==> src/rtl/operand_stack_engine_defines.svh <==
// ----------------------------------------------------------------------------
// Operand stack engine assertion macros
// Shared concurrent check forms, clocked on the rising edge, off during reset.
// ----------------------------------------------------------------------------
`ifndef OPERAND_STACK_ENGINE_DEFINES_SVH
`define OPERAND_STACK_ENGINE_DEFINES_SVH

// Same-cycle implication: cons holds whenever ante holds.
`define OSE_ASSERT_NOW(lbl, clk, rstn, ante, cons, msg) \
  lbl: assert property (@(posedge clk) disable iff (!rstn) (ante) |-> (cons)) else $error(msg);

// Next-cycle implication: cons holds in the cycle after ante holds.
`define OSE_ASSERT_NEXT(lbl, clk, rstn, ante, cons, msg) \
  lbl: assert property (@(posedge clk) disable iff (!rstn) (ante) |=> (cons)) else $error(msg);

`endif

==> src/rtl/ose_pkg.sv <==
// ----------------------------------------------------------------------------
// Operand stack engine package
// Field widths, operation and status codes, and the shared plan and result types.
// ----------------------------------------------------------------------------
package ose_pkg;

  localparam int DEPTH_DEF  = 256;
  localparam int FUNC_W     = 4;
  localparam int DATA_W     = 32;
  localparam int OFF_W      = 8;
  localparam int WORD_W     = 16;
  localparam int STAT_W     = 2;
  localparam int CAP_W      = 9;
  localparam int PAIR_WORDS = 2;
  localparam int IN_TDATA_W  = 48;
  localparam int OUT_TDATA_W = 56;

  localparam logic [FUNC_W-1:0] FN_PUSH         = 4'd0;
  localparam logic [FUNC_W-1:0] FN_POP          = 4'd1;
  localparam logic [FUNC_W-1:0] FN_PEEK         = 4'd2;
  localparam logic [FUNC_W-1:0] FN_PEEK_AT      = 4'd3;
  localparam logic [FUNC_W-1:0] FN_DUP          = 4'd4;
  localparam logic [FUNC_W-1:0] FN_CLEAR        = 4'd5;
  localparam logic [FUNC_W-1:0] FN_PUSH_PAIR    = 4'd6;
  localparam logic [FUNC_W-1:0] FN_POP_PAIR     = 4'd7;
  localparam logic [FUNC_W-1:0] FN_PEEK_PAIR    = 4'd8;
  localparam logic [FUNC_W-1:0] FN_PEEK_PAIR_AT = 4'd9;
  localparam logic [FUNC_W-1:0] FN_STATUS       = 4'd10;

  localparam logic [STAT_W-1:0] STAT_OK    = 2'd0;
  localparam logic [STAT_W-1:0] STAT_OVER  = 2'd1;
  localparam logic [STAT_W-1:0] STAT_UNDER = 2'd2;

  // Memory sequence a request needs after it is taken.
  typedef enum logic [2:0] {
    SEQ_NONE,
    SEQ_READ,
    SEQ_READ_PAIR,
    SEQ_DUP,
    SEQ_WRITE_PAIR
  } seq_e;

  typedef struct packed {
    seq_e              seq;
    logic [STAT_W-1:0] status;
    logic              wr_en;
    logic              wr_hi;
    logic              empty;
    logic              full;
  } plan_t;

  // Packed so that data lies in the lowest bits, as on the output stream.
  typedef struct packed {
    logic              full;
    logic              empty;
    logic [CAP_W-1:0]  high_water;
    logic [CAP_W-1:0]  depth;
    logic [STAT_W-1:0] status;
    logic [DATA_W-1:0] data;
  } result_t;

endpackage

==> src/rtl/ose_decode.sv <==
// ----------------------------------------------------------------------------
// Operand stack engine request decoder
// Checks a request against pointer and capacity, and plans addresses and pointer.
// ----------------------------------------------------------------------------
module ose_decode #(
  parameter int DEPTH = ose_pkg::DEPTH_DEF,
  parameter int PW    = $clog2(DEPTH + 1),
  parameter int AW    = $clog2(DEPTH)
) (
  input  logic [ose_pkg::FUNC_W-1:0] func_i,
  input  logic [ose_pkg::OFF_W-1:0]  offset_i,
  input  logic [ose_pkg::CAP_W-1:0]  capacity_i,
  input  logic [PW-1:0]              sp_i,
  output ose_pkg::plan_t             plan_o,
  output logic [AW-1:0]              addr0_o,
  output logic [AW-1:0]              addr1_o,
  output logic [PW-1:0]              sp_next_o
);
  import ose_pkg::*;

  // Wide enough for the pointer, a doubled offset plus two, and the capacity.
  localparam int EW = ((PW > CAP_W) ? PW : CAP_W) + 2;

  logic [EW-1:0] sp_e;
  logic [EW-1:0] off_e;
  logic [EW-1:0] cap_e;
  logic [EW-1:0] reach;
  logic [EW-1:0] sp_n;
  logic [EW-1:0] a0;
  logic [EW-1:0] a1;

  assign sp_e  = EW'(sp_i);
  assign off_e = EW'(offset_i);
  // Zero or anything above the built depth means the full depth.
  assign cap_e = ((capacity_i == '0) || (EW'(capacity_i) > EW'(DEPTH))) ?
                 EW'(DEPTH) : EW'(capacity_i);

  always_comb begin
    plan_o        = '{seq: SEQ_NONE, status: STAT_OK, wr_en: 1'b0, wr_hi: 1'b0,
                      empty: 1'b0, full: 1'b0};
    sp_n          = sp_e;
    a0            = sp_e;
    a1            = sp_e + EW'(1);
    reach         = '0;
    unique case (func_i)
      FN_PUSH: begin
        if (sp_e >= cap_e) begin
          plan_o.status = STAT_OVER;
        end else begin
          plan_o.wr_en = 1'b1;
          sp_n         = sp_e + EW'(1);
        end
      end
      FN_POP: begin
        if (sp_e == '0) begin
          plan_o.status = STAT_UNDER;
        end else begin
          plan_o.seq = SEQ_READ;
          a0         = sp_e - EW'(1);
          sp_n       = sp_e - EW'(1);
        end
      end
      FN_PEEK, FN_PEEK_AT: begin
        reach = (func_i == FN_PEEK_AT) ? off_e : '0;
        if (reach >= sp_e) begin
          plan_o.status = STAT_UNDER;
        end else begin
          plan_o.seq = SEQ_READ;
          a0         = sp_e - EW'(1) - reach;
        end
      end
      FN_DUP: begin
        if (sp_e == '0) begin
          plan_o.status = STAT_UNDER;
        end else if (sp_e >= cap_e) begin
          plan_o.status = STAT_OVER;
        end else begin
          plan_o.seq = SEQ_DUP;
          a0         = sp_e - EW'(1);
          a1         = sp_e;
          sp_n       = sp_e + EW'(1);
        end
      end
      FN_CLEAR: begin
        sp_n = '0;
      end
      FN_PUSH_PAIR: begin
        if (sp_e + EW'(PAIR_WORDS) > cap_e) begin
          plan_o.status = STAT_OVER;
        end else begin
          plan_o.seq   = SEQ_WRITE_PAIR;
          plan_o.wr_en = 1'b1;
          plan_o.wr_hi = 1'b1;
          sp_n         = sp_e + EW'(PAIR_WORDS);
        end
      end
      FN_POP_PAIR, FN_PEEK_PAIR, FN_PEEK_PAIR_AT: begin
        reach = (func_i == FN_PEEK_PAIR_AT) ? (off_e << 1) : '0;
        if (reach + EW'(PAIR_WORDS) > sp_e) begin
          plan_o.status = STAT_UNDER;
        end else begin
          plan_o.seq = SEQ_READ_PAIR;
          a0         = sp_e - EW'(PAIR_WORDS) - reach;
          a1         = sp_e - EW'(1) - reach;
          if (func_i == FN_POP_PAIR) begin
            sp_n = sp_e - EW'(PAIR_WORDS);
          end
        end
      end
      default: begin
        // status and unused codes: report only
      end
    endcase
    plan_o.empty = (sp_n == '0);
    plan_o.full  = (sp_n >= cap_e);
  end

  assign addr0_o   = AW'(a0);
  assign addr1_o   = AW'(a1);
  assign sp_next_o = PW'(sp_n);

endmodule

==> config.mk <==
export PLATFORM = sky130hd
export DESIGN_NAME = ose_decode
export DESIGN_NICKNAME = d
export VERILOG_FILES = /design/src/rtl/operand_stack_engine_defines.svh /design/src/rtl/ose_pkg.sv /design/src/rtl/ose_decode.sv
export SDC_FILE = /design/constraint.sdc
export NUM_CORES = 1
export LEC_CHECK = 0
export BUFFER_PORTS_ARGS = -buffer_cell sky130_fd_sc_hd__buf_2
export CORE_MARGIN = 1.5
export CORE_UTILIZATION = 25
export DETAILED_ROUTE_END_ITERATION = 16
export GPL_ROUTABILITY_DRIVEN = 1
export MAX_ROUTING_LAYER = met4
export RECOVER_POWER = 50
export SLEW_MARGIN = 15
export SYNTH_ARGS = -nofsm -noshare
export SYNTH_HDL_FRONTEND = slang
export SYNTH_SLANG_ARGS = --single-unit
==> constraint.sdc <==
create_clock -name vclk -period 6.1
set_input_delay 0.915 -clock vclk [all_inputs]
set_output_delay 0.915 -clock vclk [all_outputs]
set_load 0.05 [all_outputs]
# After elaboration in Yosys (flattened, before gate mapping)
# Cells that the tools add are included.
classes:
  mux: 37
  n_lt_le_gt_ge: 6
  n_bitwise: 0
  n_eq_ne: 9
  n_div: 0
  n_reduce_logical: 7
  n_addsub: 8
  multipliers: 0
  shifts: 0
op_table:
  columns: ["op", "n"]
  rows:
  - ["$pmux 11 s6", 1]
  - ["$mux 8", 8]
  - ["$mux 11", 3]
  - ["$pmux 8 s4", 1]
  - ["$mux 10", 3]
  - ["$sub 8x8->8", 3]
  - ["$logic_not 11->1", 2]
  - ["$add 9x2->10 const B", 2]
  - ["$mux 9", 2]
  - ["$eq 4x3->1 const B", 4]
  - ["$mux 2", 8]
  - ["$pmux 8 s2", 1]
  - ["$pmux 3 s5", 1]
  - ["$pmux 2 s6", 1]
  - ["$ge 11x9->1", 1]
  - ["$gt 11x9->1", 1]
  - ["$add 9x1->10 const B", 1]
  - ["$gt 10x9->1", 1]
  - ["$sub 9x1->10 const B", 1]
  - ["$sub 9x2->10 const B", 1]
  - ["$ge 8x9->1", 1]
  - ["$ge 9x9->1", 1]
  - ["$gt 9x9->1 const B", 1]
  - ["$logic_not 9->1", 1]
  - ["other kinds (10)", 17]
word_totals:
  memories: 0
  latchBits: 0
  wordCells: 67
  romBits: 0
  ram_bits: 0
  regBits: 0

# Longest topological paths before layout
# Gate-level depths: netlist of the first run.
depth:
  depth_word: 8
  depth_mapped: 25

# Worst setup path after synthesis of the first run
# OpenSTA, ideal clock, no wires.
synth_path:
  path_kind: "in2out"
  from: "input port capacity_i[0] in the netlist's numbering"
  to: "output port plan_o[0] in the netlist's numbering"
  t_arrival_ns: 6.095
  n_path_buf: 0
  setup_slack_ns: -0.910
  path_stages: 19
  required_time_ns: 5.185
  path_cell_list: "nor4_1 > nand2_1 > ha_1 > nand2b_1 > ha_1 > nand4_1 > nor3_1 > a211oi_2 > nor3_1 > or3_1 > a21o_1 > ha_1 > a21o_1 > a21o_1 > a21o_1 > a211oi_1 > o21ai_0 > o211ai_1 > nand3b_1"
synth_rtl:
  columns: ["item", "line", "source"]
  rows:
  - ["start, declared", "ose_decode.sv:12", "input logic [ose_pkg::CAP_W-1:0] capacity_i,"]
  - ["end, declared", "ose_decode.sv:14", "output ose_pkg::plan_t plan_o,"]

==> results_dict.tcl, run 1 <==
set metrics [dict create \
    die_h_um 130 \
    yosys.area.top_type "ha_1" \
    nFillCells 1758 \
    drv_cap 0 \
    fin_cells 920 \
    crit_path_start "capacity_i[7]" \
    routed-wl-met2_um 7610 \
    yosys-top-cells-count "ha_1, nand2_1, nor2_1, a21oi_1, o21ai_0" \
    drt_iter0_drc 518 \
    total_power_mw 0.503 \
    grt_max_degree 21 \
    area_growth_pct 31.2 \
    pwr_density_cell_nw_per_um2 95.7 \
    peakVddDrop_mv 0.0473 \
    hold_viol 0 \
    maxSlewViolCount 0 \
    avgSynthCellArea_um2 6.87 \
    grt_pass1_wl_um 26000 \
    hpwl_um 14100 \
    worstMarginPinSlew_ps 680 \
    crit_end "plan_o[0]" \
    p_leak_nw 2.32 \
    critPathMostFrequentCell "a21o_1" \
    postCtsHoldBufs 0 \
    grt_remaining_overflow 0 \
    nClkBuffers 0 \
    portBuffers 64 \
    final.setup.tns_ps 0 \
    synth_warnings 0 \
    core_area_um2 15800 \
    synth.most_common_cell "ha_1" \
    setup_ws_ps 79.9 \
    crit_fanout 6 \
    multi_input_area_um2 3920 \
    cp_slowest_stage_delay_ps 320 \
    synth_cell_type_count 78 \
    post-place-cells 912 \
    place.gp.congestion 0.997 \
    die_area_um2 16800 \
    pin_count 64 \
    ant_nets 0 \
    routed_wl_um 17300 \
    mappedNetlistArea_um2 4000 \
    post_drt_wl_per_cell_um 18.8 \
    cpMaxStageDelayCell "a211oi_4" \
    whs_ps 2470 \
    die_w_um 130 \
    num_vias 5067 \
    setup_viol 0 \
    synth_seq_area_share_pct 0 \
    post-place-ws_ps -144 \
    initial_utilization_pct 25.4 \
    final_nets 807 \
    diodes 0 \
    antenna_found_initial 0 \
    crit_required_ps 5180 \
    drc 0 \
    final_layout_size_suffix_gt1_share_pct 25.4 \
    grt_usage_pct 20.5 \
    fin_crit_sh_pct 98.7 \
    drt_first_pass_iters 5 \
    seq_cell_count 0 \
    crit_path_end_kind "output port" \
    crit_arrival_ps 5110 \
    top_layer_used "met4" \
    seqCellArea_um2 0 \
    fmax_mhz 166 \
    synthTopCellsByArea "ha_1, xnor2_1, nand2_1, nor2_1, a21oi_1" \
    grt_setup_unrepaired "yes" \
    row_count 46 \
    cp-start-kind "input pin" \
    first_global_vias 4736 \
    synth_top_area_share_pct 21.3 \
    worstPathCellList "buf_2 > nor4_2 > nand2_1 > ha_4 > nand2b_1 > buf_4 > ha_1 > nand4_1 > a21o_1 > a211oi_4 > nor3_2 > buf_4 > a22oi_1 > o311a_1 > nand2_1 > ha_1 > a21o_1 > a21o_1 > a211oi_2 > o21ai_1 > o211ai_1 > nand3b_1 > buf_6" \
    viasPerCell 5.51 \
    dr_wl_met3_um 1570 \
    met1_length_um 7380 \
    period_needed_ps 6020 \
    synthCells 583 \
    min_path_cells 4 \
    syn_nets 684 \
    path_class "input pin to output port" \
    slew_headroom_pct 54.3 \
    hp-class "input pin to output port" \
    status "finished, final reports clean" \
]
[final cells by class]
| type | instances | area share (%) |
|---|---|---|
| Multi-Input combinational cell | 526 | 74.7 |
| Inverter | 31 | 2.22 |
| Timing Repair Buffer | 147 | 17.9 |
| Tap cell | 216 | 5.15 |
[layer usage]
metal	global-route usage, %	vias up
met1	27.7	2314
met5	-	-
met2	32.3	262
met4	6.93	0
li1	-	2435
met3	1.65	56
[worst max-delay path: cells and delay by family]
kind	cells	cell delay (ps)
AOI/OAI and AO/OA	9	1690
adders and majority gates	3	820
buffers and inverters	4	610
and+or+nand+nor	7	1070
[what timing repair did]
action                     CTS  global route
gates resized for setup     14            22
buffers inserted             1             7
cloned                       0             0
setup endpoints to repair    1             2
hold endpoints to repair     0             0
pin swaps                    5            30
[per-stage QoR]
| stage | util [%] | area [um2] |
|---|---|---|
| 2_1_floorplan | - | 4020 |
| 3_5_place_dp | 32.0 | 5050 |
| 6_report | 33.3 | 5250 |
| 4_1_cts | 32.5 | 5130 |
| 5_1_grt | 33.3 | 5250 |
| 3_3_place_gp | 32.0 | 5050 |
[power by group]
group          total [mW]  switching (mW)  internal [mW]
Clock                   0               0              0
Sequential              0               0              0
Combinational       0.503           0.324          0.179
Total               0.503           0.324          0.179
[worst min path at each step]
stage          startpoint          to  slack (ps)
3_5_place_dp    func_i[3]   plan_o[6]        2430
6_report          sp_i[1]  addr1_o[1]        2470
3_3_place_gp      sp_i[0]  addr1_o[0]        2440
2_1_floorplan   func_i[0]   plan_o[2]        2150
4_1_cts         func_i[3]   plan_o[6]        2440
5_1_grt           sp_i[2]  addr1_o[2]        2560
[logic make-up after synthesis]
kind of cell               after synthesis  share of synthesized area (%)
and+or+nand+nor                        240                           31.4
xor gates and xnor gates                40                           8.75
AOI/OAI and AO/OA                      174                           31.0
adders and majority gates               72                           23.0
buffers and inverters                   57                           5.85
[placed cells by master, fill, tap and decap left out, drive strengths merged, types with 5 or more instances in the layout]
cell type,count
a211oi,9
xnor2,26
and2,7
nor4,5
a21oi,36
nor3,17
o211ai,7
nand2,61
ha,68
a21o,10
xor2,14
nand2b,13
nor2,54
a22oi,6
clkbuf,14
o21ai,34
or3,7
a211o,5
o21a,9
and3,8
or2,6
nand4,9
inv,28
buf,133
or4,5
a31oi,8
nor2b,10
nand3,23
Note: power is estimated with default switching activity, not from simulation.
==> run 2, diff against run 1 <==
Clock period 6.1 ns to 6.9 ns, I/O delays scaled along.
==> run 2 against run 1 <==
Cell area shrank 9.1%. Total power shrank 18%. Setup slack gained 130 ps. Largest power group unchanged. Sequential share of layout area is the same. First-iteration DRC count shrank 13%. Combinational power shrank 18%. Critical path depth shrank 2. Cell count shrank 5.2%. Non-clock buffer count shrank 48. Routed wire length shrank 4.8%.
==> results_dict.tcl, run 2 (synthesis gave the netlist of run 1 again) <==
set metrics [dict create \
    status "finished, final reports clean" \
    postPlaceCellArea_um2 4720 \
    portBuffers 64 \
    hpwl_um 13500 \
    setup_viol 0 \
    post_drt_wl_per_cell_um 18.9 \
    seqCellArea_um2 0 \
    final_nets 759 \
    die_h_um 130 \
    diodes 0 \
    die_area_um2 16800 \
    grt_setup_unrepaired "no" \
    ant_nets 0 \
    hp-class "input pin to output port" \
    postCtsHoldBufs 0 \
    p_clk_share_pct 0 \
    fin_util_pct 30.3 \
    hold_viol 0 \
    min_path_cells 3 \
    worstMarginPinSlew_ps 863 \
    crit_path_end_kind "output port" \
    drt_iter0_drc 449 \
    period_needed_ps 6690 \
    seq_cell_count 0 \
    path_class "input pin to output port" \
    swShare_pct 66.8 \
    slew_headroom_pct 41.7 \
    crit_fanout 14 \
    drt_first_pass_iters 5 \
    grt_pass1_wl_um 25900 \
    routed_wl_um 16400 \
    seq_power_share_pct 0 \
    die_w_um 130 \
    grt_max_degree 20 \
    maxSlewViolCount 0 \
    peakVddDrop_mv 0.0342 \
    antenna_found_initial 0 \
    crit_required_ps 5860 \
    pin_count 64 \
    grt_usage_pct 20.0 \
    p_int_mw 0.137 \
    num_vias 4958 \
    whs_ps 2740 \
    nClkBuffers 0 \
    final_layout_size_suffix_gt1_share_pct 17.8 \
    pwr_density_cell_nw_per_um2 86.7 \
    min_from "sp_i[6]" \
    grt_remaining_overflow 0 \
    initial_utilization_pct 25.4 \
    fmax_mhz 149 \
    cp_slowest_stage_delay_ps 650 \
    stdcell_area_um2 4780 \
    place.gp.congestion 0.989 \
    viasPerCell 5.69 \
    fin_crit_sh_pct 97.0 \
    min_to "addr0_o[6]" \
    first_global_vias 4697 \
    p_comb_share_pct 100.0 \
    mostFrequentLayoutCell "ha_1" \
    critPathMostFrequentCell "a21o_1" \
    row_count 46 \
    area_growth_pct 19.3 \
    p_sw_mw 0.277 \
    cpMaxStageDelayCell "nor3_1" \
    drv_cap 0 \
    final.setup.tns_ps 0 \
    cp-start-kind "input pin" \
    crit_arrival_ps 5660 \
    core_area_um2 15800 \
    p_leak_nw 2.05 \
    layout_common_cells "ha_1, nand2_1, nor2_1" \
    worstPathCellList "buf_2 > buf_4 > nor3_1 > nand2_1 > nor2_1 > ha_1 > and3_1 > and4_1 > a211oi_4 > nor2_1 > or3_1 > a21o_1 > ha_1 > a21o_1 > a21o_1 > a21o_1 > a211oi_1 > o21ai_0 > o211ai_1 > nand3b_1 > clkbuf_4" \
    drc 0 \
]
## run 2: power groups by stage
stage	sequential [mW]	combinational, mW	clock [mW]
CTS	0	0.404	0
detailed placement	0	0.401	0
global route	0	0.449	0
floorplan	0	0.285	0
finish	0	0.414	0
global placement	0	0.401	0
## run 2: worst max-delay path by stage
stage | cells after the start | end | startpoint
finish | 21 | plan_o[0] | func_i[1]
global route | 25 | plan_o[0] | func_i[2]
CTS | 23 | plan_o[0] | capacity_i[0]
detailed placement | 23 | plan_o[0] | capacity_i[0]
global placement | 23 | plan_o[0] | capacity_i[0]
floorplan | 17 | addr1_o[3] | func_i[3]
## run 2: stage by stage
| step | std cells | setup WS [ps] | total power [mW] |
|---|---|---|---|
| after floorplan | 583 | 27.6 | 0.285 |
| after global placement | 869 | 140 | 0.401 |
| after detailed placement | 869 | 85.5 | 0.401 |
| after CTS | 869 | 72.1 | 0.404 |
| after global routing | 872 | 7.34 | 0.449 |
| final | 872 | 210 | 0.414 |
## run 2: repair_timing
item / in CTS / in global routing
setup buffers: 0 / 3
endpoints found under the setup margin: 0 / 1
resized for setup: 0 / 10
## run 2: worst max-delay path: cells and delay by family
family	cells	cell delay (ps)
AOI/OAI and AO/OA	8	1420
adders and majority gates	2	560
and+or+nand+nor	8	2140
buffers and inverters	3	510
## run 2: area by class of cell
class	count	area [um2]
Fill cell	1801	11000
Inverter	31	116
Multi-Input combinational cell	526	3820
Tap cell	216	270
Timing Repair Buffer	99	571
## run 2: per-layer routing
| metal | vias up | GRT usage (%) | part of all wire [%] |
|---|---|---|---|
| met5 | - | - | 0 |
| met4 | 0 | 7.91 | 3.7 |
| met3 | 63 | 1.90 | 7.9 |
| met2 | 282 | 30.7 | 44 |
| met1 | 2266 | 27.1 | 44 |
| li1 | 2347 | - | - |
==> run 3, diff against run 2 <==
Settings changed: CORE_UTILIZATION 25 to 32.
==> run 3 against run 2 <==
Sequential cell count is the same. Highest routed layer unchanged. Combinational power up 2%. Core utilization up 8.7 points. Sequential share of layout area did not move. Die area is 21% lower. Worst hold slack worse by 94 ps. Total power is 1.6% higher. First-iteration DRC count grew 12%. Largest power group unchanged. Cell area fell by 1.3%.
==> results_dict.tcl, run 3 (synthesis gave the netlist of run 1 again) <==
set metrics [dict create \
    ant_nets 0 \
    nFillCells 1334 \
    grt_usage_pct 27.5 \
    peakVddDrop_mv 0.0604 \
    path_class "input pin to output port" \
    pwr_density_cell_nw_per_um2 89.2 \
    drc 0 \
    drv_cap 0 \
    hpwl_um 14300 \
    diodes 0 \
    initial_utilization_pct 33.0 \
    postCtsHoldBufs 0 \
    row_count 40 \
    crit_required_ps 5860 \
    grt_pass1_wl_um 27600 \
    seq_cell_count 0 \
    grt_remaining_overflow 0 \
    die_area_um2 13200 \
    grt_max_degree 23 \
    area_growth_pct 17.8 \
    viasPerCell 6.09 \
    nClkBuffers 0 \
    crit_arrival_ps 5650 \
    setup_viol 0 \
    pin_count 64 \
    drt_first_pass_iters 5 \
    hp-class "input pin to output port" \
    fin_util_pct 38.9 \
    portBuffers 64 \
    layout_common_cells "ha_1, nand2_1, nor2_1" \
    mostFrequentLayoutCell "ha_1" \
    num_vias 5015 \
    final_layout_size_suffix_gt1_share_pct 17.9 \
    routed_wl_um 17700 \
    antenna_found_initial 0 \
    slew_headroom_pct 36.8 \
    period_needed_ps 6680 \
    die_h_um 115 \
    crit_fanout 6 \
    total_power_mw 0.421 \
    maxSlewViolCount 0 \
    p_leak_nw 2.05 \
    final.setup.tns_ps 0 \
    crit_path_end_kind "output port" \
    fin_crit_sh_pct 96.9 \
    drt_iter0_drc 504 \
    place.gp.congestion 0.979 \
    worstMarginPinSlew_ps 935 \
    fmax_mhz 150 \
    status "finished, final reports clean" \
    multi_input_area_um2 3830 \
    core_area_um2 12100 \
    first_global_vias 4847 \
    final_nets 758 \
    cp-start-kind "input pin" \
    min_path_cells 4 \
    die_w_um 115 \
    hold_viol 0 \
    seqCellArea_um2 0 \
    post_drt_wl_per_cell_um 21.6 \
]
## run 3: cell count changes in the layout (fill, tap and decap cells not counted), moves of 2 or more
cell,delta
buf_2,-3
clkbuf_1,+3
nor4_1,-2
nor4_2,+2
## run 3: report_power, final
part	switching [mW]	internal, mW
combinational	0.284	0.137
sequential	0	0
clock	0	0
total	0.284	0.137
## run 3: final timing paths
check	slack (ps)	to	start
worst max-delay path	220	plan_o[0]	func_i[2]
worst min-delay path	2650	sp_next_o[2]	sp_i[2]
## run 3: layout make-up
cell class / count / area share [%]
multi-input cells: 526 / 81.2
inverters: 31 / 2.47
well taps: 168 / 4.46
repair buffers: 98 / 11.9
## run 3: per-layer routing
| metal | vias to the layer above | GRT usage (%) | part of all wire (%) |
|---|---|---|---|
| li1 | 2325 | - | - |
| met1 | 2395 | 38.4 | 44 |
| met2 | 253 | 43.1 | 46 |
| met3 | 42 | 2.21 | 7.7 |
| met4 | 0 | 6.50 | 2.5 |
| met5 | - | - | 0 |
## run 3: through the flow
step	std cells	hold WS [ps]	setup WS (ps)	area, um2
floorplan	583	2390	27.6	4010
global placement	822	2610	333	4670
detailed placement	822	2630	222	4670
CTS	822	2630	192	4670
global route	823	2690	-10.7	4720
finish	823	2650	216	4720
## run 3: worst max-delay path, stage by stage
cell and delay [ps]:
buf_2 110, and4bb_4 380, nand2_2 120, inv_1 80, ha_1 200, nand2_1 80
nor2_2 150, xnor2_1 140, nor2_1 70, ha_1 280, and3_1 200, and4_1 240
a211oi_4 270, nor2_1 130, or3_1 360, a21o_1 230, ha_1 290, a21o_1 150
a21o_1 170, a21o_1 170, a211oi_1 230, o21ai_0 130, o211ai_1 100, nand3b_1 90
clkbuf_4 230
## run 3: timing repair
item,CTS,global route
setup endpoints to repair,0,1
setup buffers,0,1
gates resized for setup,0,12
